[config.mk]
export PLATFORM = sky130hd
export DESIGN_NAME = key_matrix_debounce_event_reporter
export DESIGN_NICKNAME = d
export VERILOG_FILES = /design/src/design/kmd_pkg.sv /design/src/design/key_matrix_debounce_event_reporter.sv /design/src/design/kmd_key_bank.sv
export SDC_FILE = /design/constraint.sdc
export NUM_CORES = 1
export LEC_CHECK = 0
export BUFFER_PORTS_ARGS = -buffer_cell sky130_fd_sc_hd__clkbuf_2
export CAP_MARGIN = 40
export CORE_ASPECT_RATIO = 1.25
export CORE_MARGIN = 1
export CORE_UTILIZATION = 40
export DETAILED_ROUTE_END_ITERATION = 8
export GPL_TIMING_DRIVEN = 1
export PLACE_DENSITY = 0.57
export SYNTH_ARGS = -nofsm -noshare
export SYNTH_HDL_FRONTEND = slang
export SYNTH_SLANG_ARGS = --single-unit
[constraint.sdc]
create_clock -name clk -period 8 [get_ports clk]
set_input_delay 0.4 -clock clk [delete_from_list [all_inputs] [get_ports clk]]
set_output_delay 0.4 -clock clk [all_outputs]
set_load 0.03 [all_outputs]
[src/design/kmd_pkg.sv]
// Shared types and constants for the key matrix debounce and event reporter.
package kmd_pkg;

    localparam int KEYS = 12;
    localparam int KEY_W = (KEYS > 1) ? $clog2(KEYS) : 1;
    localparam int CNT_W = $clog2(KEYS + 1);
    localparam int IDX_W = 4;
    localparam int TIME_W = 32;
    localparam int DELAY_W = 16;
    localparam int CODE_W = 8;
    localparam logic [DELAY_W-1:0] DEFAULT_DEBOUNCE = 16'd10;

    typedef enum logic [2:0] {
        OP_SAMPLE    = 3'd0,
        OP_MAP_BEGIN = 3'd1,
        OP_MAP_BYTE  = 3'd2,
        OP_MAP_END   = 3'd3,
        OP_HOST_READ = 3'd4
    } op_t;

    typedef struct packed {
        logic              en;
        logic [KEY_W-1:0]  idx;
        logic              lvl;
        logic [TIME_W-1:0] now;
    } sample_req_t;

    typedef struct packed {
        logic changed;
        logic stable;
    } sample_rsp_t;

endpackage

[src/design/key_matrix_debounce_event_reporter.sv]
// Top level of the key matrix debounce and event reporter.
// A word accepted into the input register has its result written to the result register.
// One word per cycle unless out_ready stalls; input and result registers each hold one.
// The key state update and the event latch both happen in the work stage.
// Reset (rst_n, asynchronous, active low) releases all keys, zeroes timers and event,
// clears the keymap count and loaded flag, asserts the interrupt and sets the delay to 10.
module key_matrix_debounce_event_reporter (
    input  logic                              clk,
    input  logic                              rst_n,
    input  logic                              cfg_we,
    input  logic [kmd_pkg::DELAY_W-1:0]       cfg_wdata,
    input  logic                              in_valid,
    output logic                              in_ready,
    input  logic [2:0]                        op,
    input  logic [kmd_pkg::IDX_W-1:0]         key_index,
    input  logic                              level,
    input  logic [kmd_pkg::TIME_W-1:0]        now_ms,
    input  logic [kmd_pkg::CODE_W-1:0]        map_code,
    output logic                              out_valid,
    input  logic                              out_ready,
    output logic                              irq_line,
    output logic [kmd_pkg::CODE_W-1:0]        read_code,
    output logic                              read_state,
    output logic                              key_stable
);

    logic [kmd_pkg::DELAY_W-1:0] delay_reg;

    logic                        in_valid_reg;
    logic [2:0]                  op_reg;
    logic [kmd_pkg::IDX_W-1:0]   key_index_reg;
    logic                        level_reg;
    logic [kmd_pkg::TIME_W-1:0]  now_ms_reg;
    logic [kmd_pkg::CODE_W-1:0]  map_code_reg;

    logic [kmd_pkg::CODE_W-1:0]  keymap_reg [kmd_pkg::KEYS];
    logic [kmd_pkg::CNT_W-1:0]   keymap_count_reg;
    logic [kmd_pkg::CNT_W-1:0]   keymap_count_next;
    logic                        keymap_loaded_reg;
    logic                        keymap_loaded_next;
    logic [kmd_pkg::CODE_W-1:0]  event_code_reg;
    logic [kmd_pkg::CODE_W-1:0]  event_code_next;
    logic                        event_pressed_reg;
    logic                        event_pressed_next;
    logic                        irq_level_reg;
    logic                        irq_level_next;

    logic                        out_valid_reg;
    logic                        irq_line_reg;
    logic [kmd_pkg::CODE_W-1:0]  read_code_reg;
    logic                        read_state_reg;
    logic                        key_stable_reg;
    logic [kmd_pkg::CODE_W-1:0]  read_code_next;
    logic                        read_state_next;
    logic                        key_stable_next;

    logic                        work_fire;
    logic                        idx_ok;
    logic                        map_write;
    kmd_pkg::op_t                op_code;
    kmd_pkg::sample_req_t        bank_req;
    kmd_pkg::sample_rsp_t        bank_rsp;

    assign work_fire = in_valid_reg && (!out_valid_reg || out_ready);
    assign in_ready  = !in_valid_reg || work_fire;
    assign op_code   = kmd_pkg::op_t'(op_reg);
    assign idx_ok    = (32'(key_index_reg) < kmd_pkg::KEYS);

    assign bank_req.en  = work_fire && (op_code == kmd_pkg::OP_SAMPLE) && idx_ok;
    assign bank_req.idx = key_index_reg[kmd_pkg::KEY_W-1:0];
    assign bank_req.lvl = level_reg;
    assign bank_req.now = now_ms_reg;

    kmd_key_bank u_key_bank (
        .clk   (clk),
        .rst_n (rst_n),
        .delay (delay_reg),
        .req   (bank_req),
        .rsp   (bank_rsp)
    );

    always_comb
    begin
        keymap_count_next  = keymap_count_reg;
        keymap_loaded_next = keymap_loaded_reg;
        event_code_next    = event_code_reg;
        event_pressed_next = event_pressed_reg;
        irq_level_next     = irq_level_reg;
        read_code_next     = '0;
        read_state_next    = 1'b0;
        key_stable_next    = 1'b1;
        map_write          = 1'b0;
        unique case (op_code)
            kmd_pkg::OP_SAMPLE:
            begin
                if (idx_ok)
                begin
                    key_stable_next = bank_rsp.stable;
                    if (bank_rsp.changed && keymap_loaded_reg
                        && (32'(key_index_reg) < 32'(keymap_count_reg)))
                    begin
                        event_code_next    = keymap_reg[key_index_reg[kmd_pkg::KEY_W-1:0]];
                        event_pressed_next = !level_reg;
                        irq_level_next     = 1'b0;
                    end
                end
            end
            kmd_pkg::OP_MAP_BEGIN:
            begin
                keymap_count_next = '0;
            end
            kmd_pkg::OP_MAP_BYTE:
            begin
                if (32'(keymap_count_reg) < kmd_pkg::KEYS)
                begin
                    map_write         = 1'b1;
                    keymap_count_next = keymap_count_reg + 1'b1;
                end
            end
            kmd_pkg::OP_MAP_END:
            begin
                keymap_loaded_next = 1'b1;
                irq_level_next     = 1'b1;
            end
            kmd_pkg::OP_HOST_READ:
            begin
                read_code_next     = event_code_reg;
                read_state_next    = event_pressed_reg;
                event_code_next    = '0;
                event_pressed_next = 1'b0;
                irq_level_next     = 1'b1;
            end
            default:
            begin
            end
        endcase
    end

    always_ff @(posedge clk or negedge rst_n)
    begin
        if (!rst_n)
        begin
            delay_reg         <= kmd_pkg::DEFAULT_DEBOUNCE;
            in_valid_reg      <= 1'b0;
            out_valid_reg     <= 1'b0;
            keymap_count_reg  <= '0;
            keymap_loaded_reg <= 1'b0;
            event_code_reg    <= '0;
            event_pressed_reg <= 1'b0;
            irq_level_reg     <= 1'b0;
        end
        else
        begin
            if (cfg_we)
            begin
                delay_reg <= cfg_wdata;
            end
            if (in_ready)
            begin
                in_valid_reg <= in_valid;
            end
            if (work_fire)
            begin
                out_valid_reg     <= 1'b1;
                keymap_count_reg  <= keymap_count_next;
                keymap_loaded_reg <= keymap_loaded_next;
                event_code_reg    <= event_code_next;
                event_pressed_reg <= event_pressed_next;
                irq_level_reg     <= irq_level_next;
            end
            else if (out_ready)
            begin
                out_valid_reg <= 1'b0;
            end
        end
    end

    always_ff @(posedge clk)
    begin
        if (in_valid && in_ready)
        begin
            op_reg        <= op;
            key_index_reg <= key_index;
            level_reg     <= level;
            now_ms_reg    <= now_ms;
            map_code_reg  <= map_code;
        end
        if (work_fire)
        begin
            irq_line_reg   <= irq_level_next;
            read_code_reg  <= read_code_next;
            read_state_reg <= read_state_next;
            key_stable_reg <= key_stable_next;
        end
        if (work_fire && map_write)
        begin
            keymap_reg[keymap_count_reg[kmd_pkg::KEY_W-1:0]] <= map_code_reg;
        end
    end

    assign out_valid  = out_valid_reg;
    assign irq_line   = irq_line_reg;
    assign read_code  = read_code_reg;
    assign read_state = read_state_reg;
    assign key_stable = key_stable_reg;

`ifndef ASSERT_OFF
    a_read_releases_irq: assert property (@(posedge clk) disable iff (!rst_n)
        (work_fire && (op_code == kmd_pkg::OP_HOST_READ)) |=> (irq_level_reg && !event_pressed_reg))
        else $error("host read did not release the interrupt and clear the event");

    a_count_bounded: assert property (@(posedge clk) disable iff (!rst_n)
        work_fire |=> (32'(keymap_count_reg) <= kmd_pkg::KEYS))
        else $error("keymap count ran past the number of keys");

    a_stall_only_when_full: assert property (@(posedge clk) disable iff (!rst_n)
        !in_ready |-> (in_valid_reg && out_valid_reg && !out_ready))
        else $error("input stalled while a stage was free");

    a_result_matches_irq: assert property (@(posedge clk) disable iff (!rst_n)
        work_fire |=> (irq_line_reg == irq_level_reg))
        else $error("reported interrupt line differs from the interrupt state");
`endif

endmodule

[src/design/kmd_key_bank.sv]
// Per-key debounce state: previous level, stable level and last change time.
module kmd_key_bank (
    input  logic                          clk,
    input  logic                          rst_n,
    input  logic [kmd_pkg::DELAY_W-1:0]   delay,
    input  kmd_pkg::sample_req_t          req,
    output kmd_pkg::sample_rsp_t          rsp
);

    logic [kmd_pkg::KEYS-1:0]   prev_reg;
    logic [kmd_pkg::KEYS-1:0]   stable_reg;
    logic [kmd_pkg::TIME_W-1:0] last_reg [kmd_pkg::KEYS];

    logic                       prev_lvl;
    logic                       stable_lvl;
    logic [kmd_pkg::TIME_W-1:0] elapsed;
    logic                       level_held;
    logic                       change;

    always_comb
    begin
        prev_lvl   = prev_reg[req.idx];
        stable_lvl = stable_reg[req.idx];
        elapsed    = req.now - last_reg[req.idx];
        level_held = (req.lvl == prev_lvl);
        change     = level_held
                     && (elapsed > {{(kmd_pkg::TIME_W - kmd_pkg::DELAY_W){1'b0}}, delay})
                     && (req.lvl != stable_lvl);
        rsp.changed = req.en && change;
        rsp.stable  = change ? req.lvl : stable_lvl;
    end

    always_ff @(posedge clk or negedge rst_n)
    begin
        if (!rst_n)
        begin
            prev_reg   <= '1;
            stable_reg <= '1;
            for (int i = 0; i < kmd_pkg::KEYS; i++)
            begin
                last_reg[i] <= '0;
            end
        end
        else if (req.en)
        begin
            prev_reg[req.idx] <= req.lvl;
            if (!level_held)
            begin
                last_reg[req.idx] <= req.now;
            end
            if (change)
            begin
                stable_reg[req.idx] <= req.lvl;
            end
        end
    end

endmodule
# Yosys cells after proc, flatten, opt, wreduce, memory -nomap -nowiden
# Memory sizes are Yosys's and may differ from the RTL's. A register that Yosys moved wholly into a read port is not among the register bits.
# Index checks and enable logic that the tools add are counted.
dict set report word_totals {
  ram_bits 96
  ff_bits 500
  out_inout_bits 13
  word_cells 114
  mem_count 1
  inputBits 69
}
dict set report classes {
  bitwise 2
  order_cmp 8
  eq_ne 9
  n_addsub 2
  mux 33
  reduce_logical 28
}
# memory depth word_bits rd rd_ports_with_merged_regs write_ports line
set mem_list {}
lappend mem_list {keymap_reg 12 8 1 1 1 key_matrix_debounce_event_reporter.sv:36} ;# logic [kmd_pkg::CODE_W-1:0] keymap_reg [kmd_pkg::KEYS];
# op n
set ops {}
lappend ops {{$bwmux 384} 1}
lappend ops {{$bmux 32 s4} 1}
lappend ops {{$demux 32 s4} 1}
lappend ops {{$mux 32} 3}
lappend ops {{$gt 32x16->1} 1}
lappend ops {{$sub 32x32->32} 1}
lappend ops {{$bwmux 12} 2}
lappend ops {{$mux 8} 2}
lappend ops {{$pmux 8 s2} 1}
lappend ops {{$mux 1} 14}
lappend ops {{$logic_and 1x1->1} 12}
lappend ops {{$bmux 1 s4} 2}
lappend ops {{$lt 4x4->1 const B} 2}
lappend ops {{$mux 4} 2}
lappend ops {{$pmux 4 s2} 1}
lappend ops {{$reduce_and 2->1} 4}
lappend ops {{$eq 3x2->1 const B} 2}
lappend ops {{$reduce_bool 2->1} 3}
lappend ops {{$ge 5x5->1 const B} 1}
lappend ops {{$lt 4x5->1 const B} 1}
lappend ops {{$lt 5x1->1 const B} 1}
lappend ops {{$not 4->5} 1}
lappend ops {{$add 4x1->4 const B} 1}
lappend ops {{$demux 1 s4} 1}
lappend ops {{16 further kinds} 21}

# Logic depth before layout (Yosys ltp)
# Gate-level depths: netlist of run 1.
dict set report logic_depth {
  depth_word 14
  mapped_depth 28
  depth_no_buf 24
}

# Cells and area by module
# A second synthesis of run 1 with hierarchy kept.
dict set report hier_totals {
  hier_cells 1962
  hier_area_um2 28324.7
}
# mod instances area_each_um2 cells_per_inst seq_area_each_um2
set by_module_without_submodules {}
lappend by_module_without_submodules {kmd_key_bank 1 21002.6 1581 10239.8}
lappend by_module_without_submodules {key_matrix_debounce_event_reporter 1 7322.0 381 5562.8}

# Worst setup path before layout of run 1
# Ideal clock, no wire load.
dict set report synth_timing {
  path_type {register to register}
  startpoint {reg key_index_reg[0] (netlist name)}
  endpoint {reg u_key_bank.stable_reg[6] (netlist name)}
  required_ns 7.915
  stages_incl_launch_ff 29
  setup_ns 0.085
  setup_slack_ns 2.087
  arrival_ns 5.828
  cell_sequence {edfxtp_1 buf_6 buf_4 clkbuf_1 buf_1 mux4_2 mux2i_1 o21ai_0 ha_1 fa_1 nand2b_1 a21oi_1 o21a_1 nor2_1 nor2_1 nor2_1 xnor2_1 ha_1 nand4_1 nor2_1 a221oi_1 o21ai_0 o21ai_0 o2111ai_1 a2111oi_4 nand4b_2 buf_6 nand4_1 mux2_1}
}
dict set report synth_via {
  elab_chain_cells 9
}
# element line
set synth_lines {}
lappend synth_lines {{start, declared} key_matrix_debounce_event_reporter.sv:31} ;# logic [kmd_pkg::IDX_W-1:0] key_index_reg;
lappend synth_lines {{start signal, assigned} key_matrix_debounce_event_reporter.sv:183} ;# key_index_reg <= key_index;
lappend synth_lines {{$not 4->5 (implied by the code)} kmd_key_bank.sv:24} ;# elapsed = req.now - last_reg[req.idx];
lappend synth_lines {{$bmux 32 s4} kmd_key_bank.sv:24}
lappend synth_lines {{$mux 32 (implied by the code) (2 in series)} kmd_key_bank.sv:24}
lappend synth_lines {{$sub 32x32->32} kmd_key_bank.sv:24}
lappend synth_lines {{$gt 32x16->1} kmd_key_bank.sv:27} ;# && (elapsed > {{(kmd_pkg::TIME_W - kmd_pkg::DELAY_W){1'b0}}, delay})
lappend synth_lines {{$logic_and 1x1->1} kmd_key_bank.sv:27}
lappend synth_lines {{$logic_and 1x1->1} kmd_key_bank.sv:28} ;# && (req.lvl != stable_lvl);
lappend synth_lines {{$reduce_and 2->1 (no source line)} -}
lappend synth_lines {{end signal, assigned by index} kmd_key_bank.sv:53} ;# stable_reg[req.idx] <= req.lvl;
lappend synth_lines {{end, declared} kmd_key_bank.sv:11} ;# logic [kmd_pkg::KEYS-1:0] stable_reg;
# Several ways; a longest one is shown, not always the timed one. The select of a mux whose other input is x is not followed.
# A chain may end at the register's enable or synchronous reset.

# Final worst setup path of run 1
dict set report layout_timing {
  startpoint {reg key_index_reg[1] (netlist name)}
  endpoint {reg event_code_reg[5] (netlist name)}
}
dict set report layout_via {
  elab_chain_cells 13
}
# element line
set layout_lines {}
lappend layout_lines {{$not 4->5 (implied by the code)} kmd_key_bank.sv:24}
lappend layout_lines {{$bmux 32 s4} kmd_key_bank.sv:24}
lappend layout_lines {{$mux 32 (implied by the code) (2 in series)} kmd_key_bank.sv:24}
lappend layout_lines {{$sub 32x32->32} kmd_key_bank.sv:24}
lappend layout_lines {{$gt 32x16->1} kmd_key_bank.sv:27}
lappend layout_lines {{$logic_and 1x1->1} kmd_key_bank.sv:27}
lappend layout_lines {{$logic_and 1x1->1} kmd_key_bank.sv:28}
lappend layout_lines {{$logic_and 1x1->1} kmd_key_bank.sv:29} ;# rsp.changed = req.en && change;
lappend layout_lines {{$logic_and 1x1->1} key_matrix_debounce_event_reporter.sv:99} ;# if (bank_rsp.changed && keymap_loaded_reg
lappend layout_lines {{$logic_and 1x1->1} key_matrix_debounce_event_reporter.sv:100} ;# && (32'(key_index_reg) < 32'(keymap_count_reg)))
lappend layout_lines {{$ne 2x1->1 (no source line)} -}
lappend layout_lines {{$reduce_and 4->1 (no source line) *} -}
lappend layout_lines {{end signal, assigned} key_matrix_debounce_event_reporter.sv:167} ;# event_code_reg <= event_code_next;
lappend layout_lines {{end, declared} key_matrix_debounce_event_reporter.sv:41} ;# logic [kmd_pkg::CODE_W-1:0] event_code_reg;
# Mark *: on every way between the ends. The rest lies on a longest branch, timed or not. The select of a mux whose other input is x is not followed.

==> results.toml, run 1 <==
[route]
dr.pass1.iters = 7
routed-wl-met3_um = 2120
drt-total-wl_um = 67200
wire_per_inst_um = 22.2
vias = 16500
detailedRoute.firstIterationViolations = 963
drc_errors = 0
dr_wl_met2_um = 33900
vias_per_cell = 5.46
drt.antenna.violating_nets = 0
top_metal_layer_carrying_routed_signals = "met4"
wirelength_met1_um = 29800

[critical_path]
worst-endpoint-required_ns = 8.55
worst-setup-path-type = "register to register"
worst_setup_path_start_kind = "register"
timing.critical_path.arrival_ns = 6.98
timing.rr.end = "event_code_reg[5]$_DFFE_PN0P_"
critical_path.reg2reg.startpoint = "key_index_reg[1]$_DFFE_PP_"
crit_path_max_fanout = 22
slowest_stage = "sky130_fd_sc_hd__o2111ai_2"
crit_chain = "buf_4 -> buf_4 -> mux4_2 -> a21oi_1 -> ha_1 -> a21oi_1 -> nand2_1 -> o211ai_1 -> nand2_1 -> a21boi_0 -> xnor2_1 -> ha_1 -> nand4_1 -> nor2_1 -> a221oi_1 -> o21ai_0 -> o21ai_0 -> o2111ai_1 -> a2111oi_4 -> nand4_1 -> o2111ai_2 -> mux2i_1"
setup.worst_path.end_class = "register"
regToRegSetupSlack_ns = 1.57
largest_stage_delay_on_the_critical_path_ns = 0.69
ff2ff_path_depth = 22

[cells_and_area]
flip_flop_count_of_the_largest_register_after_layout = 384
final_antenna_diode_count = 0
post_route_cells_drive_above_1_share = 0.374
area_growth_from_synthesis_to_layout_pct = 14.6
design.final.nets = 2162
regArea_sq_mm = 0.0158
number_of_fill_cells = 6096
final_core_util = 0.462
area_used_by_multi_input_combinational_logic_sq_mm = 0.0115
mostFrequentLayoutCell = "sky130_fd_sc_hd__dfrtp_1"
final_area_sq_mm = 0.0320
layout.cells.most_common_list = "sky130_fd_sc_hd__dfrtp_1, sky130_fd_sc_hd__mux2_2, sky130_fd_sc_hd__edfxtp_1"

[sta]
worst_pin_slew_ns = 1.16
finalWorstPathRequiredPeriod_ns = 6.43
timing.final.setup_violations = 0
layout_setup_ws_ns = 1.57
final-hold-violation-count = 0
finClkSkew_ns = 0.0248
post-route-period-util = 0.804
setup_total_negative_slack_ns = 0
final-max-slew-violation-count = 0
timing.fmax_mhz = 155
timing.slew.headroom = 0.224
rsz0062_at_grt = "no"

[synthesis]
ys_async_sr_fraction = 0.735
yosys_warnings = 0
synth_edf_count = 155
flip_flop_and_latch_count_after_synthesis = 600
mappedNetlistNets = 2061
ys_types = 71
library_cell_occupying_the_most_area_in_the_post_synthesis_netlist = "sky130_fd_sc_hd__dfrtp_1"
avgSynthCellArea_sq_um = 14.4
ys.flop_type = "sky130_fd_sc_hd__dfrtp_1"
mappedNetlistArea_sq_mm = 0.0280
sequential_cell_area_fraction_in_the_yosys_report = 0.565
synth_area_leaders = "sky130_fd_sc_hd__dfrtp_1, sky130_fd_sc_hd__edfxtp_1, sky130_fd_sc_hd__mux2_2, sky130_fd_sc_hd__mux4_2, sky130_fd_sc_hd__ha_1"
share_of_the_synthesized_area_in_the_top_cell_type = 0.371
synthCells = 1935

[place]
detailed_place.area_sq_mm = 0.0294
place_congestion = 0.867
pre_cts_ws_ns = 1.65
hpwl_um = 41900
port_buffers = 81

[clock_network]
clockRootBuffer = "sky130_fd_sc_hd__clkbuf_16"
cts_max_level = 2
cts.sink_count = 600
cts.clk_slew.worst_paths_ns = 0.06
number_of_buffers_inserted_during_clock_tree_synthesis = 61
cts_tree = "yes"
cts_resized = 0
clk_latency_ns = 0.64
clock_path_buffers = 3

[power_and_ir_drop]
leakagePower_nw = 14.2
max-vdd-ir-drop_v = 0.000159
power.net_switching_mw = 1.69
cellPowerDensity_mw_per_mm2 = 217
switching_share = 0.244
clock_power_share = 0.423
register_share_of_total_power = 0.485
design_power_total_mw = 6.93
p_int_mw = 5.24
pwr-share-comb = 0.091

[global_routing]
grt.overflow.total = 0
grt_first_pass_wirelength_um = 106000
grtUsageTotal = 0.194
grt_start_max_net_pins = 186
antenna_violations_before_repair = 0
first_global_vias = 17700

[floorplanning]
initial_utilization = 0.403
floorplan.io_pins = 82
die_width_um = 238
die_height_um = 298
std_cell_rows = 108
area_of_the_die_sq_mm = 0.0710
fp.coreArea_sq_mm = 0.0693

[run]
timing.max_cap.violations = 0

[hold_path]
min_to = "delay_reg[6]$_DFFE_PN0P_"
hold_path_class = "input pin to register"
whs_path_depth = 3
worst_hold_startpoint = "cfg_wdata[6]"

[outcome]
result_of_the_run = "complete, no violations"
[critical path: cells and delay by family, from the launching register on]
kind                       cells  cell delay (ns)
xor gates and xnor gates       1             0.16
muxes                          2             0.63
AOI/OAI and AO/OA             10             2.92
DFF                            1             0.49
adders and majority gates      2             0.58
buffers and inverters          2             0.81
and+or+nand+nor                5             0.70
[per-stage QoR]
step,std cells,hold slack (ns)
final,3024,0.0213
after global routing,3024,0.0266
after CTS,3024,0.00191
after detailed placement,2854,0.455
after global placement,2848,0.450
after floorplan,1935,0.104
[synthesized netlist by cell type (all sizes together) (2+ instances only)]
| library cell | n |
|---|---|
| nand4 | 22 |
| ha | 56 |
| nand2b | 13 |
| inv | 31 |
| and3 | 3 |
| clkbuf | 100 |
| o21ai | 69 |
| a21oi | 88 |
| o21bai | 4 |
| a211oi | 7 |
| xor2 | 8 |
| and2 | 27 |
| o22ai | 2 |
| nor3b | 2 |
| o22a | 2 |
| mux4 | 125 |
| a21o | 8 |
| o211a | 2 |
| dfrtp | 415 |
| nor2b | 8 |
| o21a | 7 |
| o211ai | 5 |
| o221a | 2 |
| nor2 | 77 |
| o2111ai | 4 |
| or3 | 4 |
| nor3 | 13 |
| a31oi | 2 |
| a21boi | 9 |
| nand3 | 12 |
| nor4 | 3 |
| edfxtp | 155 |
| o221ai | 2 |
| nand2 | 107 |
| mux2i | 52 |
| nand3b | 2 |
| dfxtp | 4 |
| buf | 32 |
| mux2 | 392 |
| a22o | 2 |
| xnor2 | 14 |
| dfstp | 26 |
| o31ai | 3 |
| a2111oi | 3 |
[cell families after synthesis]
group | Yosys count | share of synthesized area
xor gates and xnor gates | 22 | 0.00689
DFF | 600 | 0.565
muxes | 569 | 0.277
and+or+nand+nor | 297 | 0.0503
buffers and inverters | 163 | 0.0235
adders and majority gates | 57 | 0.0258
AOI/OAI and AO/OA | 227 | 0.0511
[final cells by class]
class / instances / area share
flip-flops and latches: 600 / 0.493
clock buffers: 87 / 0.0548
inverters: 31 / 0.00363
well taps: 935 / 0.0365
multi-input cells: 1172 / 0.360
repair buffers: 170 / 0.0408
clock inverters: 29 / 0.0106
[power by group through the flow]
| stage | sequential (mW) | combinational [mW] | clock, mW |
|---|---|---|---|
| after floorplan | 3.37 | 0.426 | 0 |
| after global placement | 3.42 | 0.603 | 0 |
| after detailed placement | 3.43 | 0.619 | 0 |
| after CTS | 3.37 | 0.643 | 3.02 |
| after global routing | 3.38 | 0.696 | 3.13 |
| final | 3.37 | 0.632 | 2.94 |
[layer usage]
metal  GRT usage  vias up
li1            -     7409
met3      0.0248       96
met5           0        -
met2       0.335      298
met4      0.0481        0
met1       0.258     8694
[timing repair]
| item | 4_1_cts | 5_1_grt |
|---|---|---|
| hold buffers | 54 | 0 |
| endpoints found under the hold margin | 133 | 0 |
| buffers inserted | 0 | 0 |
[worst max-delay path by stage]
| stage | startpoint | end | slack [ns] | cells after the start |
|---|---|---|---|---|
| 2_1_floorplan | key_index_reg[0]$_DFFE_PP_ | u_key_bank.stable_reg[6]$_DFFE_PN1P_ | 2.09 | 28 |
| 3_3_place_gp | key_index_reg[0]$_DFFE_PP_ | event_pressed_reg$_DFFE_PN0P_ | 1.77 | 17 |
| 3_5_place_dp | key_index_reg[0]$_DFFE_PP_ | event_pressed_reg$_DFFE_PN0P_ | 1.65 | 23 |
| 4_1_cts | key_index_reg[0]$_DFFE_PP_ | event_code_reg[5]$_DFFE_PN0P_ | 1.57 | 23 |
| 5_1_grt | key_index_reg[0]$_DFFE_PP_ | event_code_reg[5]$_DFFE_PN0P_ | 1.02 | 23 |
| 6_report | key_index_reg[1]$_DFFE_PP_ | event_code_reg[5]$_DFFE_PN0P_ | 1.57 | 22 |
No activity file was read; power rests on OpenSTA's default activity.
==> run 2, diff against run 1 <==
--- a/config.mk
+++ b/config.mk
@@ -5,6 +5,7 @@
 export SDC_FILE = /design/constraint.sdc
 export NUM_CORES = 1
 export LEC_CHECK = 0
+export ABC_AREA = 1
 export BUFFER_PORTS_ARGS = -buffer_cell sky130_fd_sc_hd__clkbuf_2
 export CAP_MARGIN = 40
 export CORE_ASPECT_RATIO = 1.25
==> constraint.sdc (replaced) <==
create_clock -name clk -period 6.7 [get_ports clk]
set_input_delay 0.335 -clock clk [delete_from_list [all_inputs] [get_ports clk]]
set_output_delay 0.335 -clock clk [all_outputs]
set_load 0.03 [all_outputs]
==> run 2 against run 1 <==
Compared with the run above:
- total power up 24%
- sequential cell count did not move
- synthesized cell count rose by 55%
==> results.toml, run 2 <==
[outcome]
result_of_the_run = "complete, no violations"

[floorplanning]
area_of_the_die_sq_mm = 0.0700
floorplan.io_pins = 82
initial_utilization = 0.404
die_width_um = 237
std_cell_rows = 107
die_height_um = 295
fp.coreArea_sq_mm = 0.0681

[place]
place_inst = 3818
detailed_place.area_sq_mm = 0.0289
port_buffers = 81
hpwl_um = 51500
place_congestion = 0.901

[synthesis]
flip_flop_and_latch_count_after_synthesis = 600
ys_types = 49
avgSynthCellArea_sq_um = 9.19
ys.flop_type = "sky130_fd_sc_hd__dfrtp_1"
yosys.cell_count.top_type = "sky130_fd_sc_hd__nand2_1"
library_cell_occupying_the_most_area_in_the_post_synthesis_netlist = "sky130_fd_sc_hd__dfrtp_1"
mappedNetlistArea_sq_mm = 0.0276
post_synth_most_frequent_cells = "sky130_fd_sc_hd__nand2_1, sky130_fd_sc_hd__dfrtp_1, sky130_fd_sc_hd__o21ai_1"
synthCells = 2998
share_of_the_synthesized_area_in_the_top_cell_type = 0.377
mappedNetlistNets = 3124
sequential_cell_area_fraction_in_the_yosys_report = 0.573
yosys_warnings = 0
synth_edf_count = 155
ys_async_sr_fraction = 0.735
synth_area_leaders = "sky130_fd_sc_hd__dfrtp_1, sky130_fd_sc_hd__edfxtp_1, sky130_fd_sc_hd__nand2_1, sky130_fd_sc_hd__o21ai_1, sky130_fd_sc_hd__a22oi_1"

[clock_network]
cts_resized = 0
clock_path_buffers = 3
cts.clk_slew.worst_paths_ns = 0.06
clk_latency_ns = 0.65
cts_tree = "yes"
cts_max_level = 2
number_of_buffers_inserted_by_hold_repair_at_cts = 66
clockRootBuffer = "sky130_fd_sc_hd__clkbuf_16"
cts.sink_count = 600
count_of_buffers_added_by_post_cts_timing_repair_for_setup = 0
number_of_buffers_inserted_during_clock_tree_synthesis = 61

[hold_path]
worst_hold_startpoint = "in_valid"
whs_path_depth = 3
min_to = "in_valid_reg$_DFFE_PN0N_"
hold_path_class = "input pin to register"

[sta]
finClkSkew_ns = 0.0372
final-hold-violation-count = 0
setup_total_negative_slack_ns = 0
timing.slew.headroom = 0.299
hold_ws_ns = 0.0531
final-max-slew-violation-count = 0
worst_pin_slew_ns = 1.05
post-route-period-util = 0.846
timing.final.setup_violations = 0
timing.fmax_mhz = 176
rsz0062_at_grt = "no"
finalWorstPathRequiredPeriod_ns = 5.67

[route]
detailedRoute.firstIterationViolations = 1696
drt-total-wl_um = 79000
dr.pass1.iters = 5
vias = 21600
wire_per_inst_um = 19.8
drc_errors = 0
drt.antenna.violating_nets = 0
vias_per_cell = 5.40

[global_routing]
antenna_violations_before_repair = 2
grtUsageTotal = 0.227
grt_first_pass_wirelength_um = 123000
first_global_vias = 21500
grt_start_max_net_pins = 171
grt.overflow.total = 0

[cells_and_area]
area_used_by_multi_input_combinational_logic_sq_mm = 0.0101
flip_flop_count_of_the_largest_register_after_layout = 384
design.final.nets = 3201
number_of_fill_cells = 6460
post_route_cells_drive_above_1_share = 0.0963
final_area_sq_mm = 0.0316
area_growth_from_synthesis_to_layout_pct = 14.7
regArea_sq_mm = 0.0158
mostFrequentLayoutCell = "sky130_fd_sc_hd__nand2_1"
post_layout_nonfiller_instances = 4001
layout.cells.most_common_list = "sky130_fd_sc_hd__nand2_1, sky130_fd_sc_hd__dfrtp_1, sky130_fd_sc_hd__o21ai_1"

[critical_path]
critical_path.reg2reg.startpoint = "key_index_reg[1]$_DFFE_PP_"
worst-setup-path-type = "register to register"
regToRegSetupSlack_ns = 1.03
worst-endpoint-required_ns = 7.25
setup.worst_path.end_class = "register"
slowest_stage = "sky130_fd_sc_hd__edfxtp_1"
largest_stage_delay_on_the_critical_path_ns = 0.56
timing.critical_path.arrival_ns = 6.22
timing.rr.end = "u_key_bank.stable_reg[9]$_DFFE_PN1P_"
worst_setup_path_start_kind = "register"
crit_top_cell = "sky130_fd_sc_hd__nand2_1"
ff2ff_path_depth = 32
crit_path_max_fanout = 36

[power_and_ir_drop]
max-vdd-ir-drop_v = 0.000220
cellPowerDensity_mw_per_mm2 = 272
leakagePower_nw = 13.8

[run]
timing.max_cap.violations = 0
==> run 2: cell count changes after synthesis, moves of 125 or more <==
cell / previous run / this run
sky130_fd_sc_hd__nand2_1: 107 / 756
sky130_fd_sc_hd__mux2_2: 381 / 1
sky130_fd_sc_hd__o21ai_1: 7 / 326
sky130_fd_sc_hd__a22oi_1: 0 / 192
sky130_fd_sc_hd__inv_1: 31 / 220
sky130_fd_sc_hd__mux4_2: 125 / 0
==> run 2: how the worst max path moves through the flow <==
stage	start	endpoint	slack (ns)	cells past startpoint
6_report	key_index_reg[1]$_DFFE_PP_	u_key_bank.stable_reg[9]$_DFFE_PN1P_	1.03	32
5_1_grt	key_index_reg[1]$_DFFE_PP_	u_key_bank.stable_reg[9]$_DFFE_PN1P_	0.50	31
4_1_cts	key_index_reg[1]$_DFFE_PP_	u_key_bank.stable_reg[10]$_DFFE_PN1P_	1.05	32
3_5_place_dp	key_index_reg[1]$_DFFE_PP_	u_key_bank.stable_reg[10]$_DFFE_PN1P_	1.08	32
3_3_place_gp	key_index_reg[1]$_DFFE_PP_	u_key_bank.stable_reg[9]$_DFFE_PN1P_	1.14	29
2_1_floorplan	key_index_reg[1]$_DFFE_PP_	event_code_reg[0]$_DFFE_PN0P_	2.48	33
==> run 2: cells by family (layout without fill, tap and decap cells) <==
kind of cell	after synthesis	in the layout	share of synthesized area
buf+inv	414	543	0.0607
xor+xnor	17	17	0.00540
compound gates	859	859	0.178
flops	600	600	0.573
mux	1	1	0.000409
simple gates	1050	1050	0.156
fa+ha+maj	57	57	0.0262
other cells	0	2	0
==> run 2: through the flow <==
step	util	power, mW	setup slack [ns]
after floorplan	-	4.83	2.48
after global placement	0.420	5.20	1.14
after detailed placement	0.424	5.23	1.08
after CTS	0.464	8.69	1.05
after global routing	0.464	8.97	0.497
final	0.464	8.61	1.03
==> run 2: critical path, delay by kind of cell, from the launching register on <==
kind                     cells  cell delay, ns
flip-flops                   1            0.56
AND/OR/NAND/NOR             20            2.52
buffers and inverters        4            0.93
AO/OA/AOI/OAI                4            0.41
XOR/XNOR                     1            0.23
adder cells (fa/ha/maj)      3            0.90
==> run 2: per-layer routing <==
layer | up-vias | share of wire | GRT usage | wire length (um)
met3 | 135 | 0.042 | 0.0244 | 3350
met1 | 10500 | 0.43 | 0.288 | 33600
met5 | - | 0 | 0 | 0
met4 | 0 | 0.034 | 0.0812 | 2670
li1 | 10300 | - | - | -
met2 | 631 | 0.50 | 0.400 | 39400
==> run 2: layout make-up <==
class / count / area share
flip-flops and latches: 600 / 0.500
multi-input cells: 1984 / 0.320
repair buffers: 196 / 0.0539
clock buffers: 82 / 0.0531
well taps: 872 / 0.0345
inverters: 232 / 0.0277
clock inverters: 33 / 0.0110
diodes: 2 / 0.000158
==> run 2: power by group <==
group | internal, mW | switching, mW | total [mW] | leakage [nW]
registers | 4.00 | 0.144 | 4.14 | 7.44
logic | 0.335 | 0.714 | 1.05 | 5.40
clock network | 1.96 | 1.47 | 3.42 | 0.990
==> run 3, diff against run 2 <==
==> constraint.sdc (replaced) <==
create_clock -name clk -period 5.79 [get_ports clk]
set_input_delay 0.2895 -clock clk [delete_from_list [all_inputs] [get_ports clk]]
set_output_delay 0.2895 -clock clk [all_outputs]
set_load 0.03 [all_outputs]
==> run 3 against run 2 <==
Compared with the run above:
- register-to-register slack lost 0.44 ns
- critical path depth is 3 lower
- clock skew is 0.011 ns lower
- sequential power increased by 16%
- critical path type unchanged
- highest routed layer unchanged
==> results.toml, run 3 (synthesis results as in run 2) <==
[outcome]
result_of_the_run = "complete, no violations"

[floorplanning]
std_cell_rows = 107
area_of_the_die_sq_mm = 0.0700
fp.coreArea_sq_mm = 0.0681
die_height_um = 295
initial_utilization = 0.404
floorplan.io_pins = 82
die_width_um = 237

[cells_and_area]
flip_flop_count_of_the_largest_register_after_layout = 384
number_of_fill_cells = 6530
design.final.nets = 3219
mostFrequentLayoutCell = "sky130_fd_sc_hd__nand2_1"
final_antenna_diode_count = 0
post_route_cells_drive_above_1_share = 0.103
final_area_sq_mm = 0.0318
layout.cells.most_common_list = "sky130_fd_sc_hd__nand2_1, sky130_fd_sc_hd__dfrtp_1, sky130_fd_sc_hd__o21ai_1"
area_growth_from_synthesis_to_layout_pct = 15.5
final_core_util = 0.467

[sta]
final-hold-violation-count = 0
finClkSkew_ns = 0.0261
timing.fmax_mhz = 192
worst_pin_slew_ns = 1.11
finalWorstPathRequiredPeriod_ns = 5.20
hold_ws_ns = 0.250
timing.final.setup_violations = 0
rsz0062_at_grt = "no"
setup_total_negative_slack_ns = 0
final-max-slew-violation-count = 0
post-route-period-util = 0.897
timing.slew.headroom = 0.260

[route]
drt-total-wl_um = 78800
wire_per_inst_um = 19.6
vias = 21600
vias_per_cell = 5.38
detailedRoute.firstIterationViolations = 1640
drc_errors = 0
drt.antenna.violating_nets = 0
dr.pass1.iters = 6

[global_routing]
first_global_vias = 21300
grt_first_pass_wirelength_um = 124000
grt_start_max_net_pins = 175
grt_use_met3 = 0.0248
antenna_violations_before_repair = 0
grt.overflow.total = 0
grt_util_met1 = 0.288
grt_busiest_layer = "met2"
grtUsageTotal = 0.228
globalRouteMet2Util = 0.405

[clock_network]
cts_max_level = 3
clock_path_buffers = 3
clockRootBuffer = "sky130_fd_sc_hd__clkbuf_16"
cts.clk_slew.worst_paths_ns = 0.06
count_of_buffers_added_by_post_cts_timing_repair_for_setup = 0
number_of_buffers_inserted_during_clock_tree_synthesis = 66
cts_tree = "yes"
cts.sink_count = 600
clk_latency_ns = 0.61

[place]
place_congestion = 0.882
hpwl_um = 51600
detailed_place.area_sq_mm = 0.0290
port_buffers = 81

[critical_path]
worst_setup_path_start_kind = "register"
slowest_stage = "sky130_fd_sc_hd__nor2_4"
timing.critical_path.arrival_ns = 5.70
worst-setup-path-type = "register to register"
crit_path_max_fanout = 31
setup.worst_path.end_class = "register"
crit_top_cell = "sky130_fd_sc_hd__nand2_1"
largest_stage_delay_on_the_critical_path_ns = 0.59
worst-endpoint-required_ns = 6.29

[run]
timing.max_cap.violations = 0

[power_and_ir_drop]
cellPowerDensity_mw_per_mm2 = 317
leakagePower_nw = 14.0
max-vdd-ir-drop_v = 0.000239

[hold_path]
hold_path_class = "input pin to async pin"
==> run 3: cell types whose count changed in the layout (fill, tap and decap cells not counted), sizes merged <==
cell and change:
diode -2, bufinv -2, clkinv -2, dlygate4sd3 +1, inv +1, clkbuf +4, buf +12, clkinvlp +1
==> run 3: worst max-delay path, delay by kind of cell (launching register included) <==
family                   cells  cell delay (ns)
AND/OR/NAND/NOR             19             2.62
adder cells (fa/ha/maj)      2             0.66
buffers and inverters        3             0.51
XOR/XNOR                     1             0.26
AO/OA/AOI/OAI                4             0.45
flip-flops                   1             0.56
==> run 3: final timing paths <==
path / start / endpoint / slack [ns] / depth (start not counted)
max in group asynchronous: rst_n / event_code_reg[0]$_DFFE_PN0P_ / 4.08 / 3
min in group clk: cfg_we / delay_reg[12]$_DFFE_PN0P_ / 0.26 / 3
min reg2reg: keymap_loaded_reg$_DFFE_PN0P_ / keymap_loaded_reg$_DFFE_PN0P_ / 0.46 / 2
min: rst_n / u_key_bank.last_reg[382]$_DFFE_PN0P_ / 0.25 / 2
max reg2reg: key_index_reg[0]$_DFFE_PP_ / u_key_bank.stable_reg[10]$_DFFE_PN1P_ / 0.59 / 29
max: key_index_reg[0]$_DFFE_PP_ / u_key_bank.stable_reg[10]$_DFFE_PN1P_ / 0.59 / 29
==> run 3: power by group <==
| group | internal (mW) | switching, mW | leakage [nW] |
|---|---|---|---|
| clock network | 2.37 | 1.71 | 1.04 |
| logic | 0.399 | 0.830 | 5.48 |
| registers | 4.62 | 0.167 | 7.44 |
==> run 3: metrics by stage <==
stage               instances  power (mW)  worst slack [ns]
global placement         3815        6.02             0.410
global route             4014        10.5            0.0273
CTS                      4014        10.2             0.410
finish                   4014        10.1             0.594
detailed placement       3830        6.06             0.461
floorplan                2998        5.59              1.57
==> run 3: cell type report <==
| type | count | area, sq um | share of cell area |
|---|---|---|---|
| multi-input cells | 1984 | 10100 | 0.318 |
| clock buffers | 86 | 1830 | 0.0574 |
| flip-flops and latches | 600 | 15800 | 0.497 |
| clock inverters | 31 | 273 | 0.00857 |
| well taps | 872 | 1090 | 0.0343 |
| repair buffers | 209 | 1840 | 0.0579 |
| inverters | 232 | 876 | 0.0275 |
==> run 3: routing by layer <==
layer / routed length (um) / share of wire / vias to the layer above
met5: 0 / 0 / -
met4: 2200 / 0.028 / 0
met3: 3460 / 0.044 / 119
met2: 39800 / 0.50 / 580
met1: 33400 / 0.42 / 10600
li1: - / - / 10300
==> run 3: what timing repair did <==
item / in CTS / in global routing
hold buffers: 67 / 0
gates resized for setup: 0 / 1
endpoints found under the setup margin: 0 / 11
hold endpoints to repair: 149 / 0
